--- config.mk ---
export PLATFORM = sky130hd
export DESIGN_NAME = escaped_length_frame_receiver_flat
export DESIGN_NICKNAME = d
export VERILOG_FILES = /design/src/rtl/elfr_pkg.sv /design/src/rtl/elfr_in_if.sv /design/src/rtl/elfr_out_if.sv /design/src/rtl/escaped_length_frame_receiver.sv /design/src/flat_wrapper.sv
export SDC_FILE = /design/constraint.sdc
export NUM_CORES = 1
export LEC_CHECK = 0
export BUFFER_PORTS_ARGS = -buffer_cell sky130_fd_sc_hd__buf_2
export CORE_UTILIZATION = 30
export DETAILED_ROUTE_END_ITERATION = 12
export PLACE_DENSITY_LB_ADDON = 0.12
export SLEW_MARGIN = 20
export SYNTH_ARGS = -nofsm -noshare
export SYNTH_HDL_FRONTEND = slang
export SYNTH_SLANG_ARGS = --single-unit
--- constraint.sdc ---
create_clock -name clk -period 3.95 [get_ports clk]
set_clock_uncertainty 0.15 [all_clocks]
set_input_delay 0.9875 -clock clk [delete_from_list [all_inputs] [get_ports clk]]
set_output_delay 0.9875 -clock clk [all_outputs]
set_load 0.01 [all_outputs]
--- src/rtl/elfr_pkg.sv ---
// ----------------------------------------------------------------------------
// elfr_pkg
// shared types and constants of the escaped length frame receiver
// ----------------------------------------------------------------------------
package elfr_pkg;

  localparam int BYTE_W     = 8;
  localparam int INDEX_W    = 9;
  localparam int CFG_DATA_W = 32;
  localparam int CFG_ADDR_W = 4;

  localparam logic [INDEX_W-1:0] INDEX_MAX = 9'd511;

  // result kinds
  typedef enum logic [1:0] {
    KIND_PAYLOAD = 2'd0,
    KIND_ABORT   = 2'd1,
    KIND_FLUSH   = 2'd2
  } kind_t;

  // configuration register indexes
  typedef enum logic [1:0] {
    REG_FRAME_CHAR    = 2'd0,
    REG_ESCAPE_CHAR   = 2'd1,
    REG_FLUSH_CHAR    = 2'd2,
    REG_UNESCAPE_MASK = 2'd3
  } cfg_reg_t;

  localparam logic [BYTE_W-1:0] FRAME_CHAR_RST    = 8'd126;
  localparam logic [BYTE_W-1:0] ESCAPE_CHAR_RST   = 8'd125;
  localparam logic [BYTE_W-1:0] FLUSH_CHAR_RST    = 8'd124;
  localparam logic [BYTE_W-1:0] UNESCAPE_MASK_RST = 8'd32;

endpackage

--- src/rtl/elfr_in_if.sv ---
// ----------------------------------------------------------------------------
// elfr_in_if
// received byte channel, valid/ready handshake
// ----------------------------------------------------------------------------
interface elfr_in_if;
  import elfr_pkg::*;

  logic              valid;
  logic              ready;
  logic [BYTE_W-1:0] rx_byte;

  modport source (output valid, output rx_byte, input ready);
  modport sink   (input valid, input rx_byte, output ready);
endinterface

--- src/rtl/elfr_out_if.sv ---
// ----------------------------------------------------------------------------
// elfr_out_if
// deframer result channel, valid/ready handshake
// ----------------------------------------------------------------------------
interface elfr_out_if;
  import elfr_pkg::*;

  logic              valid;
  logic              ready;
  kind_t             kind;
  logic [BYTE_W-1:0] data;
  logic              last;

  modport source (output valid, output kind, output data, output last, input ready);
  modport sink   (input valid, input kind, input data, input last, output ready);
endinterface

--- src/rtl/escaped_length_frame_receiver.sv ---
// ----------------------------------------------------------------------------
// escaped_length_frame_receiver
// byte stuffed, length prefixed deframer for a serial byte stream
// ----------------------------------------------------------------------------
// usage
//   in_rx carries one received byte per transaction. out_res carries at most
//   one result per byte: a payload byte (kind payload, data, last on the
//   final byte of a frame), an abort when a frame byte hits an open frame,
//   or a flush request. bytes that only change state give no transaction.
//   the cfg_ port is an apb style slave: frame_char at 0x0, escape_char at
//   0x4, flush_char at 0x8, unescape_mask at 0xc; pready is always high and
//   registers should only be written while the block is idle.
// pipeline and throughput
//   a byte is captured in an input register and decoded there; its result
//   goes to the output register, which drives out_res.valid, once that
//   register is empty or draining. one byte per cycle is sustained while
//   out_res.ready is high; the decode is byte compares and a 9-bit counter step.
// reset
//   rst_n (synchronous, active low) closes any frame, clears the escape and
//   counters, empties both stages and loads the default special bytes.
// stall
//   when out_res.ready is low the result register holds, the input register
//   keeps its byte and in_rx.ready drops only once both stages are full.
// ----------------------------------------------------------------------------
module escaped_length_frame_receiver (
  input  logic                              clk,
  input  logic                              rst_n,
  elfr_in_if.sink                           in_rx,
  elfr_out_if.source                        out_res,
  input  logic                              cfg_psel,
  input  logic                              cfg_penable,
  input  logic                              cfg_pwrite,
  input  logic [elfr_pkg::CFG_ADDR_W-1:0]   cfg_paddr,
  input  logic [elfr_pkg::CFG_DATA_W-1:0]   cfg_pwdata,
  output logic [elfr_pkg::CFG_DATA_W-1:0]   cfg_prdata,
  output logic                              cfg_pready
);
  import elfr_pkg::*;

  // configuration registers
  logic [BYTE_W-1:0] frame_char_r;
  logic [BYTE_W-1:0] escape_char_r;
  logic [BYTE_W-1:0] flush_char_r;
  logic [BYTE_W-1:0] unescape_mask_r;

  cfg_reg_t cfg_sel;
  logic     cfg_wr;

  // deframer state
  logic               in_frame_r,    in_frame_nxt;
  logic               esc_pending_r, esc_pending_nxt;
  logic [INDEX_W-1:0] byte_index_r,  byte_index_nxt;
  logic [BYTE_W-1:0]  frame_len_r,   frame_len_nxt;

  // input stage
  logic              s1_valid_r;
  logic [BYTE_W-1:0] s1_byte_r;
  logic              s1_advance;

  // result stage
  logic              out_valid_r, out_valid_nxt;
  kind_t             out_kind_r,  res_kind;
  logic [BYTE_W-1:0] out_data_r,  res_data;
  logic              out_last_r,  res_last;
  logic              res_valid;

  // decode helpers
  logic [BYTE_W-1:0] eff_byte;
  logic              take_data;

  // --------------------------------------------------------------------------
  // configuration port
  // --------------------------------------------------------------------------
  assign cfg_pready = 1'b1;
  assign cfg_sel    = cfg_reg_t'(cfg_paddr[3:2]);
  assign cfg_wr     = cfg_psel && cfg_penable && cfg_pwrite;

  always_ff @(posedge clk) begin
    if (!rst_n) begin
      frame_char_r    <= FRAME_CHAR_RST;
      escape_char_r   <= ESCAPE_CHAR_RST;
      flush_char_r    <= FLUSH_CHAR_RST;
      unescape_mask_r <= UNESCAPE_MASK_RST;
    end else if (cfg_wr) begin
      unique case (cfg_sel)
        REG_FRAME_CHAR:    frame_char_r    <= cfg_pwdata[BYTE_W-1:0];
        REG_ESCAPE_CHAR:   escape_char_r   <= cfg_pwdata[BYTE_W-1:0];
        REG_FLUSH_CHAR:    flush_char_r    <= cfg_pwdata[BYTE_W-1:0];
        REG_UNESCAPE_MASK: unescape_mask_r <= cfg_pwdata[BYTE_W-1:0];
        default:           ;
      endcase
    end
  end

  always_comb begin
    cfg_prdata = '0;
    unique case (cfg_sel)
      REG_FRAME_CHAR:    cfg_prdata[BYTE_W-1:0] = frame_char_r;
      REG_ESCAPE_CHAR:   cfg_prdata[BYTE_W-1:0] = escape_char_r;
      REG_FLUSH_CHAR:    cfg_prdata[BYTE_W-1:0] = flush_char_r;
      REG_UNESCAPE_MASK: cfg_prdata[BYTE_W-1:0] = unescape_mask_r;
      default:           cfg_prdata = '0;
    endcase
  end

  // --------------------------------------------------------------------------
  // handshake: the input stage moves on whenever the result register is
  // empty or is being drained this cycle
  // --------------------------------------------------------------------------
  assign s1_advance  = !out_valid_r || out_res.ready;
  assign in_rx.ready = !s1_valid_r || s1_advance;

  always_ff @(posedge clk) begin
    if (!rst_n) begin
      s1_valid_r <= 1'b0;
    end else if (in_rx.ready) begin
      s1_valid_r <= in_rx.valid;
    end
  end

  always_ff @(posedge clk) begin
    if (in_rx.valid && in_rx.ready) begin
      s1_byte_r <= in_rx.rx_byte;
    end
  end

  // --------------------------------------------------------------------------
  // byte decode
  // escape wins over everything, then frame, then flush; an escaped byte is
  // unmasked and always treated as data
  // --------------------------------------------------------------------------
  always_comb begin
    in_frame_nxt    = in_frame_r;
    esc_pending_nxt = esc_pending_r;
    byte_index_nxt  = byte_index_r;
    frame_len_nxt   = frame_len_r;
    res_valid       = 1'b0;
    res_kind        = KIND_PAYLOAD;
    res_data        = '0;
    res_last        = 1'b0;
    eff_byte        = s1_byte_r;
    take_data       = 1'b0;

    priority if (esc_pending_r) begin
      esc_pending_nxt = 1'b0;
      eff_byte        = s1_byte_r ^ unescape_mask_r;
      take_data       = 1'b1;
    end else if (s1_byte_r == escape_char_r) begin
      esc_pending_nxt = 1'b1;
    end else if (s1_byte_r == frame_char_r) begin
      // a new frame on top of an open one aborts the streamed frame
      res_valid      = in_frame_r;
      res_kind       = KIND_ABORT;
      in_frame_nxt   = 1'b1;
      frame_len_nxt  = '0;
      byte_index_nxt = '0;
    end else if (s1_byte_r == flush_char_r) begin
      res_valid      = 1'b1;
      res_kind       = KIND_FLUSH;
      in_frame_nxt   = 1'b0;
      frame_len_nxt  = '0;
      byte_index_nxt = '0;
    end else begin
      take_data = 1'b1;
    end

    if (take_data && in_frame_r) begin
      if (byte_index_r == '0) begin
        // first data byte of a frame is the payload length
        frame_len_nxt = eff_byte;
      end else if (byte_index_r <= {1'b0, frame_len_r}) begin
        res_valid = 1'b1;
        res_kind  = KIND_PAYLOAD;
        res_data  = eff_byte;
        res_last  = (byte_index_r == {1'b0, frame_len_r});
        if (res_last) begin
          in_frame_nxt = 1'b0;
        end
      end
      // saturate so a zero length frame just idles until frame or flush
      if (byte_index_r < INDEX_MAX) begin
        byte_index_nxt = byte_index_r + INDEX_W'(1);
      end
    end
  end

  always_ff @(posedge clk) begin
    if (!rst_n) begin
      in_frame_r    <= 1'b0;
      esc_pending_r <= 1'b0;
      byte_index_r  <= '0;
      frame_len_r   <= '0;
    end else if (s1_valid_r && s1_advance) begin
      in_frame_r    <= in_frame_nxt;
      esc_pending_r <= esc_pending_nxt;
      byte_index_r  <= byte_index_nxt;
      frame_len_r   <= frame_len_nxt;
    end
  end

  // --------------------------------------------------------------------------
  // result register
  // --------------------------------------------------------------------------
  always_comb begin
    out_valid_nxt = out_valid_r;
    if (s1_advance) begin
      out_valid_nxt = s1_valid_r && res_valid;
    end
  end

  always_ff @(posedge clk) begin
    if (!rst_n) begin
      out_valid_r <= 1'b0;
    end else begin
      out_valid_r <= out_valid_nxt;
    end
  end

  always_ff @(posedge clk) begin
    if (s1_valid_r && s1_advance && res_valid) begin
      out_kind_r <= res_kind;
      out_data_r <= res_data;
      out_last_r <= res_last;
    end
  end

  assign out_res.valid = out_valid_r;
  assign out_res.kind  = out_kind_r;
  assign out_res.data  = out_data_r;
  assign out_res.last  = out_last_r;

endmodule
--- src/flat_wrapper.sv ---
// flat-port wrapper written by rule: the top's interface ports become plain ports
module escaped_length_frame_receiver_flat import elfr_pkg::*;
  (clk, rst_n, cfg_psel, cfg_penable, cfg_pwrite, cfg_paddr, cfg_pwdata, cfg_prdata, cfg_pready, in_rx_valid, in_rx_rx_byte, in_rx_ready, out_res_valid, out_res_kind, out_res_data, out_res_last, out_res_ready);
  elfr_in_if in_rx_i ();
  elfr_out_if out_res_i ();
  input  logic clk;
  input  logic rst_n;
  input  logic cfg_psel;
  input  logic cfg_penable;
  input  logic cfg_pwrite;
  input  logic [elfr_pkg::CFG_ADDR_W-1:0] cfg_paddr;
  input  logic [elfr_pkg::CFG_DATA_W-1:0] cfg_pwdata;
  output logic [elfr_pkg::CFG_DATA_W-1:0] cfg_prdata;
  output logic cfg_pready;
  input wire logic [$bits(in_rx_i.valid)-1:0] in_rx_valid;
  input wire logic [$bits(in_rx_i.rx_byte)-1:0] in_rx_rx_byte;
  output wire logic [$bits(in_rx_i.ready)-1:0] in_rx_ready;
  output wire logic [$bits(out_res_i.valid)-1:0] out_res_valid;
  output wire logic [$bits(out_res_i.kind)-1:0] out_res_kind;
  output wire logic [$bits(out_res_i.data)-1:0] out_res_data;
  output wire logic [$bits(out_res_i.last)-1:0] out_res_last;
  input wire logic [$bits(out_res_i.ready)-1:0] out_res_ready;
  assign in_rx_i.valid = in_rx_valid;
  assign in_rx_i.rx_byte = in_rx_rx_byte;
  assign in_rx_ready = in_rx_i.ready;
  assign out_res_valid = out_res_i.valid;
  assign out_res_kind = out_res_i.kind;
  assign out_res_data = out_res_i.data;
  assign out_res_last = out_res_i.last;
  assign out_res_i.ready = out_res_ready;
  escaped_length_frame_receiver u_core (.clk(clk), .rst_n(rst_n), .in_rx(in_rx_i), .out_res(out_res_i), .cfg_psel(cfg_psel), .cfg_penable(cfg_penable), .cfg_pwrite(cfg_pwrite), .cfg_paddr(cfg_paddr), .cfg_pwdata(cfg_pwdata), .cfg_prdata(cfg_prdata), .cfg_pready(cfg_pready));
endmodule
==> reports/metrics.cfg, run 1 <==
[power]
vdd_drop_max_uv = 143
p_leak_nw = 1.94
p_per_area_mw_per_mm2 = 382
power_mw = 1.74

[logic_synthesis]
synth_top_family_by_area = simple AND/OR/NAND/NOR gates
avgSynthCellArea_um2 = 9.07
synth-edff-count = 19
yosys_register_bits = 72
synthCells = 437
netlist_area_mm2 = 0.00396
muxShareOfSynthArea = 0.0912
ys_types = 47
synthArstFlopShare = 0
yosysWarningCount = 0
synth-compound-area-share = 0.0638
ys.flop_type = dfxtp_1
yosysSeqAreaShare = 0.412
synth_xor_area_frac = 0.0707
synth-simple-area-share = 0.249
synthAdderAreaFrac = 0.0316

[detailed_routing]
dr.pass1.iters = 5
drt_iter0_drc = 161
antenna_left = 0
vias = 3097
drt-total-wl_um = 10100
wl_per_cell_um = 15.5
drc = 0
routed_via_density = 4.75

[clocking]
cts_tree = built
clockRootBuffer = clkbuf_16
post_cts.repair.setup_buffers = 0
cts.sinks = 72
hold_buffers = 0
cts-resized-gates = 0
h-tree-depth = 3
cts.path.max_buffers = 2
path_clk_slew_ps = 60
cts_buffers = 9
clkLatencyLatePin_ps = 330

[floorplan]
die_area_mm2 = 0.0137
initial_core_util = 0.310
io_pins = 97
core_mm2 = 0.0128
dieHeight_um = 117
fp.dieW_um = 117
rows = 41

[job]
maxCapViolations = 0

[setup_path]
cp.required_ps = 2810
cp-end-kind = output port
crit_arrival_ps = 2070
worstPathMaxFanout = 14
critical_path_class = primary input to output port
startpoint_type = primary input

[placement]
pre_cts_slack_ps = 712
placed_cell_area_mm2 = 0.00425
dp_cells = 636
dpl.hpwl_um = 7080
port_buffers = 45
gp_congestion = 0.781

[global_routing]
grt_overflow = 0
grt_max_degree = 48
grt_usage = 0.163
grt_pass1_vias = 3055
grt_pass1_wl_um = 16200
antenna_found_initial = 0

[timing]
fin_ws_ps = 738
slew_headroom = 0.545
tightest_slew_ps = 681
setup_tns_ps = 0
max_freq_mhz = 311
final-hold-violation-count = 0
whs_ps = 322
fin_crit_sh = 0.813
rsz0062_at_grt = no
period_minus_slack_ps = 3210
drv_slew = 0
finalSetupViolations = 0

[outcome]
status = complete, no violations

[final_layout]
utilization = 0.356
fill_cells = 1342
area.growth.synth_to_final_pct = 14.7
diodes = 0
finalNonFillerCells = 652
finalInstanceArea_mm2 = 0.00455
drive_gt1_frac = 0.169
final_net_count = 536

[worst_hold_path]
hold_class = flop to flop

==> critical path, cell delays in order <==
cell and delay [ps]:
buf_2 340, mux4_2 580, buf_2 160
==> cells by family (layout without fill, tap and decap cells) <==
family / count (synthesis) / in the layout
other: 2 / 25
buffers and inverters: 58 / 78
AO/OA/AOI/OAI: 35 / 35
flip-flops: 72 / 72
AND/OR/NAND/NOR: 202 / 202
XOR/XNOR: 32 / 32
multiplexers: 26 / 26
adder cells (fa/ha/maj): 10 / 10
==> per-layer routing <==
| layer | vias up | track usage | part of all wire |
|---|---|---|---|
| met3 | 27 | 0.0278 | 0.036 |
| met4 | 0 | 0.0928 | 0.033 |
| met1 | 1441 | 0.199 | 0.45 |
| met2 | 78 | 0.271 | 0.48 |
| met5 | - | 0 | 0 |
| li1 | 1551 | - | - |
==> synth_stat cells (6+ instances only) <==
| library cell | number | area [um^2] |
|---|---|---|
| nand2_1 | 76 | 285 |
| dfxtp_1 | 53 | 1060 |
| nand3_1 | 46 | 230 |
| xor2_1 | 32 | 280 |
| nor2_1 | 27 | 101 |
| buf_4 | 26 | 195 |
| edfxtp_1 | 19 | 571 |
| mux2i_1 | 17 | 170 |
| inv_1 | 14 | 52.6 |
| a21oi_1 | 13 | 65.1 |
| clkbuf_1 | 12 | 45.0 |
| ha_1 | 10 | 125 |
| nand2b_1 | 10 | 62.6 |
| mux4_2 | 8 | 180 |
| nand4_1 | 8 | 50.1 |
| and2_1 | 6 | 37.5 |
==> cells in the final DEF, fill, tap and decap left out, types with 2 or more instances in the layout <==
cell type   n
mux2i_1    17
clkinv_1    2
nor4_2      4
buf_4       3
nor3_1      5
buf_2      45
ha_1       10
nand4b_1    2
a211oi_1    2
nor2_1     27
conb_1     25
edfxtp_1   19
clkbuf_8    2
and2_1      6
nand2b_1   10
and3_1      3
xor2_1     32
o221ai_1    3
nand2_1    76
inv_1      14
nand3_1    46
a21oi_1    13
nor4_1      4
mux4_2      8
clkbuf_16   9
nor2b_1     4
o21ai_0     4
nand4_1     8
or3_1       2
dfxtp_1    53
and4_1      2
==> state kept, by name (all words and copies together), names as in the netlist <==
register and count:
u_core.flush_char_r 8, u_core.out_res.data 8, u_core.in_frame_r 1, u_core.byte_index_r 9, u_core.escape_char_r 8, u_core.unescape_mask_r 8, u_core.frame_len_r 8, u_core.s1_valid_r 1
u_core.frame_char_r 8, u_core.out_res.valid 1, u_core.out_res.last 1, u_core.s1_byte_r 8, u_core.out_res.kind 2, u_core.esc_pending_r 1
==> area by class of cell <==
type,count,area [um^2],area share
well taps,172,215,0.0473
clock inverters,4,42.5,0.00936
clock buffers,12,256,0.0564
inverters,14,52.6,0.0116
repair buffers,48,248,0.0545
flip-flops and latches,72,1630,0.359
multi-input cells,330,2100,0.462
==> report_power, final <==
| part | switching (mW) | internal [mW] |
|---|---|---|
| Sequential | 0.0188 | 0.770 |
| Clock | 0.305 | 0.518 |
| Combinational | 0.0786 | 0.0466 |
==> worst paths after layout <==
check | cells after the start | slack [ps] | startpoint | end
worst max register to register | 6 | 1050 | u_core.s1_byte_r[7] | u_core.out_res.data[7]
worst min-delay path | 2 | 320 | u_core.frame_len_r[3] | u_core.frame_len_r[3]
worst min register to register | 2 | 320 | u_core.frame_len_r[3] | u_core.frame_len_r[3]
worst max-delay path | 3 | 740 | cfg_paddr[2] | cfg_prdata[6]
Note: power is estimated with default switching activity, not from simulation.
==> inputs of run 2 (changes only) <==
- clock period: 3.95 -> 3 ns (I/O delays scaled with it)
==> reports/metrics.cfg, run 2 (synthesized netlist as in run 1, its figures left out) <==
[setup_path]
cp-end-kind = output port
critical_path_class = primary input to output port
ff2ff_setup_slack_ps = 330
crit_arrival_ps = 1840
cp_common_cell = buf_2
worstPathMaxFanout = 14
rr_worst_depth = 8
path_delay_family = multiplexers
path_buf_inv = 2
cp_slowest_cell = mux4_2
cp_slowest_stage_delay_ps = 580
timing.rr.end = u_core.out_res.data[1]
r2r-start = u_core.s1_byte_r[7]
critPathLaunch = cfg_paddr[2]
startpoint_type = primary input
worstPathCellList = buf_2 > mux4_2 > buf_2
cp.required_ps = 2100

[timing]
whs_ps = 320
finalSetupViolations = 0
setup_tns_ps = 0
fin_crit_sh = 0.912
max_freq_mhz = 365
final-hold-violation-count = 0
rsz0062_at_grt = no
fin_ws_ps = 263
drv_slew = 0
slew_headroom = 0.593
tightest_slew_ps = 610
period_minus_slack_ps = 2740

[power]
power_mw = 2.42
p_per_area_mw_per_mm2 = 520
vdd_drop_max_uv = 255
p_leak_nw = 2.01

[final_layout]
largest_reg_flops = 9
finalInstanceArea_mm2 = 0.00465
final_cell_mix = 76 x nand2_1, 53 x dfxtp_1, 46 x nand3_1, 45 x buf_2, 32 x xor2_1
diodes = 0
area.growth.synth_to_final_pct = 17.3
layout_commonest_cell = nand2_1
final_net_count = 545
top_register = u_core.byte_index_r
drive_gt1_frac = 0.188

[clocking]
clockRootBuffer = clkbuf_16
cts.sinks = 72
cts_buffers = 9
hold_buffers = 0
cts_tree = built
cts.path.max_buffers = 2
path_clk_slew_ps = 50
clkLatencyLatePin_ps = 340
h-tree-depth = 3

[floorplan]
rows = 41
initial_core_util = 0.310
dieHeight_um = 117
core_mm2 = 0.0128
die_area_mm2 = 0.0137
fp.dieW_um = 117
io_pins = 97

[global_routing]
grt_pass1_vias = 3033
grt_usage = 0.170
grt_pass1_wl_um = 16700
grt_overflow = 0
antenna_found_initial = 0
grt_max_degree = 48

[detailed_routing]
dr.pass1.iters = 4
vias = 3112
wl_per_cell_um = 15.7
antenna_left = 0
routed_via_density = 4.71
drt_iter0_drc = 122
drt-total-wl_um = 10300
drc = 0

[placement]
gp_congestion = 0.780
dpl.hpwl_um = 7310
port_buffers = 45
placed_cell_area_mm2 = 0.00431
pre_cts_slack_ps = 173

[worst_hold_path]
hold_end = u_core.frame_len_r[7]
min_path_cells = 2
hold_start = u_core.frame_len_r[7]
hold_class = flop to flop

[job]
maxCapViolations = 0

[outcome]
status = complete, no violations

-- run 2: cell type report --
class | count | area (um^2)
clock buffers | 14 | 274
clock inverters | 2 | 60.1
fillers | 1339 | 8120
inverters | 14 | 52.6
multi-input cells | 330 | 2100
flip-flops and latches | 72 | 1630
well taps | 172 | 215
repair buffers | 57 | 315
-- run 2: power by group --
part / internal, mW / leakage, nW / total, mW / switching [mW]
sequential: 1.01 / 0.631 / 1.04 / 0.0246
clock: 0.797 / 0.163 / 1.21 / 0.416
combinational: 0.0625 / 1.21 / 0.167 / 0.105
-- run 2: how the worst max path moves through the flow --
| stage | endpoint | slack (ps) | cells past startpoint |
|---|---|---|---|
| finish | cfg_prdata[6] | 260 | 3 |
| global route | u_core.out_res.data[1] | 90 | 8 |
| CTS | u_core.out_res.data[4] | 140 | 7 |
| detailed placement | u_core.out_res.data[1] | 170 | 7 |
| global placement | u_core.out_res.data[1] | 150 | 7 |
| floorplan | cfg_prdata[0] | 540 | 2 |
-- run 2: worst min-delay path, cell delays in order, from the launching register on --
cell	delay, ps
dfxtp_1	300
nand3_1	60
mux2i_1	60
-- run 2: metal layers --
metal	vias to the layer above	part of all wire	global-route usage
met5	-	0	0
met4	0	0.022	0.0776
met3	17	0.053	0.0371
met2	103	0.50	0.279
met1	1430	0.43	0.215
li1	1562	-	-
-- run 2: repair_timing --
item | in CTS | in global routing
resized for setup | 0 | 1
hold endpoints to repair | 0 | 0
setup endpoints to repair | 0 | 11
buffers inserted | 0 | 0
-- run 2: stage by stage --
| step | cells | util |
|---|---|---|
| 2_1_floorplan | 460 | - |
| 3_3_place_gp | 645 | 0.338 |
| 3_5_place_dp | 645 | 0.338 |
| 4_1_cts | 661 | 0.364 |
| 5_1_grt | 661 | 0.364 |
| 6_report | 661 | 0.364 |
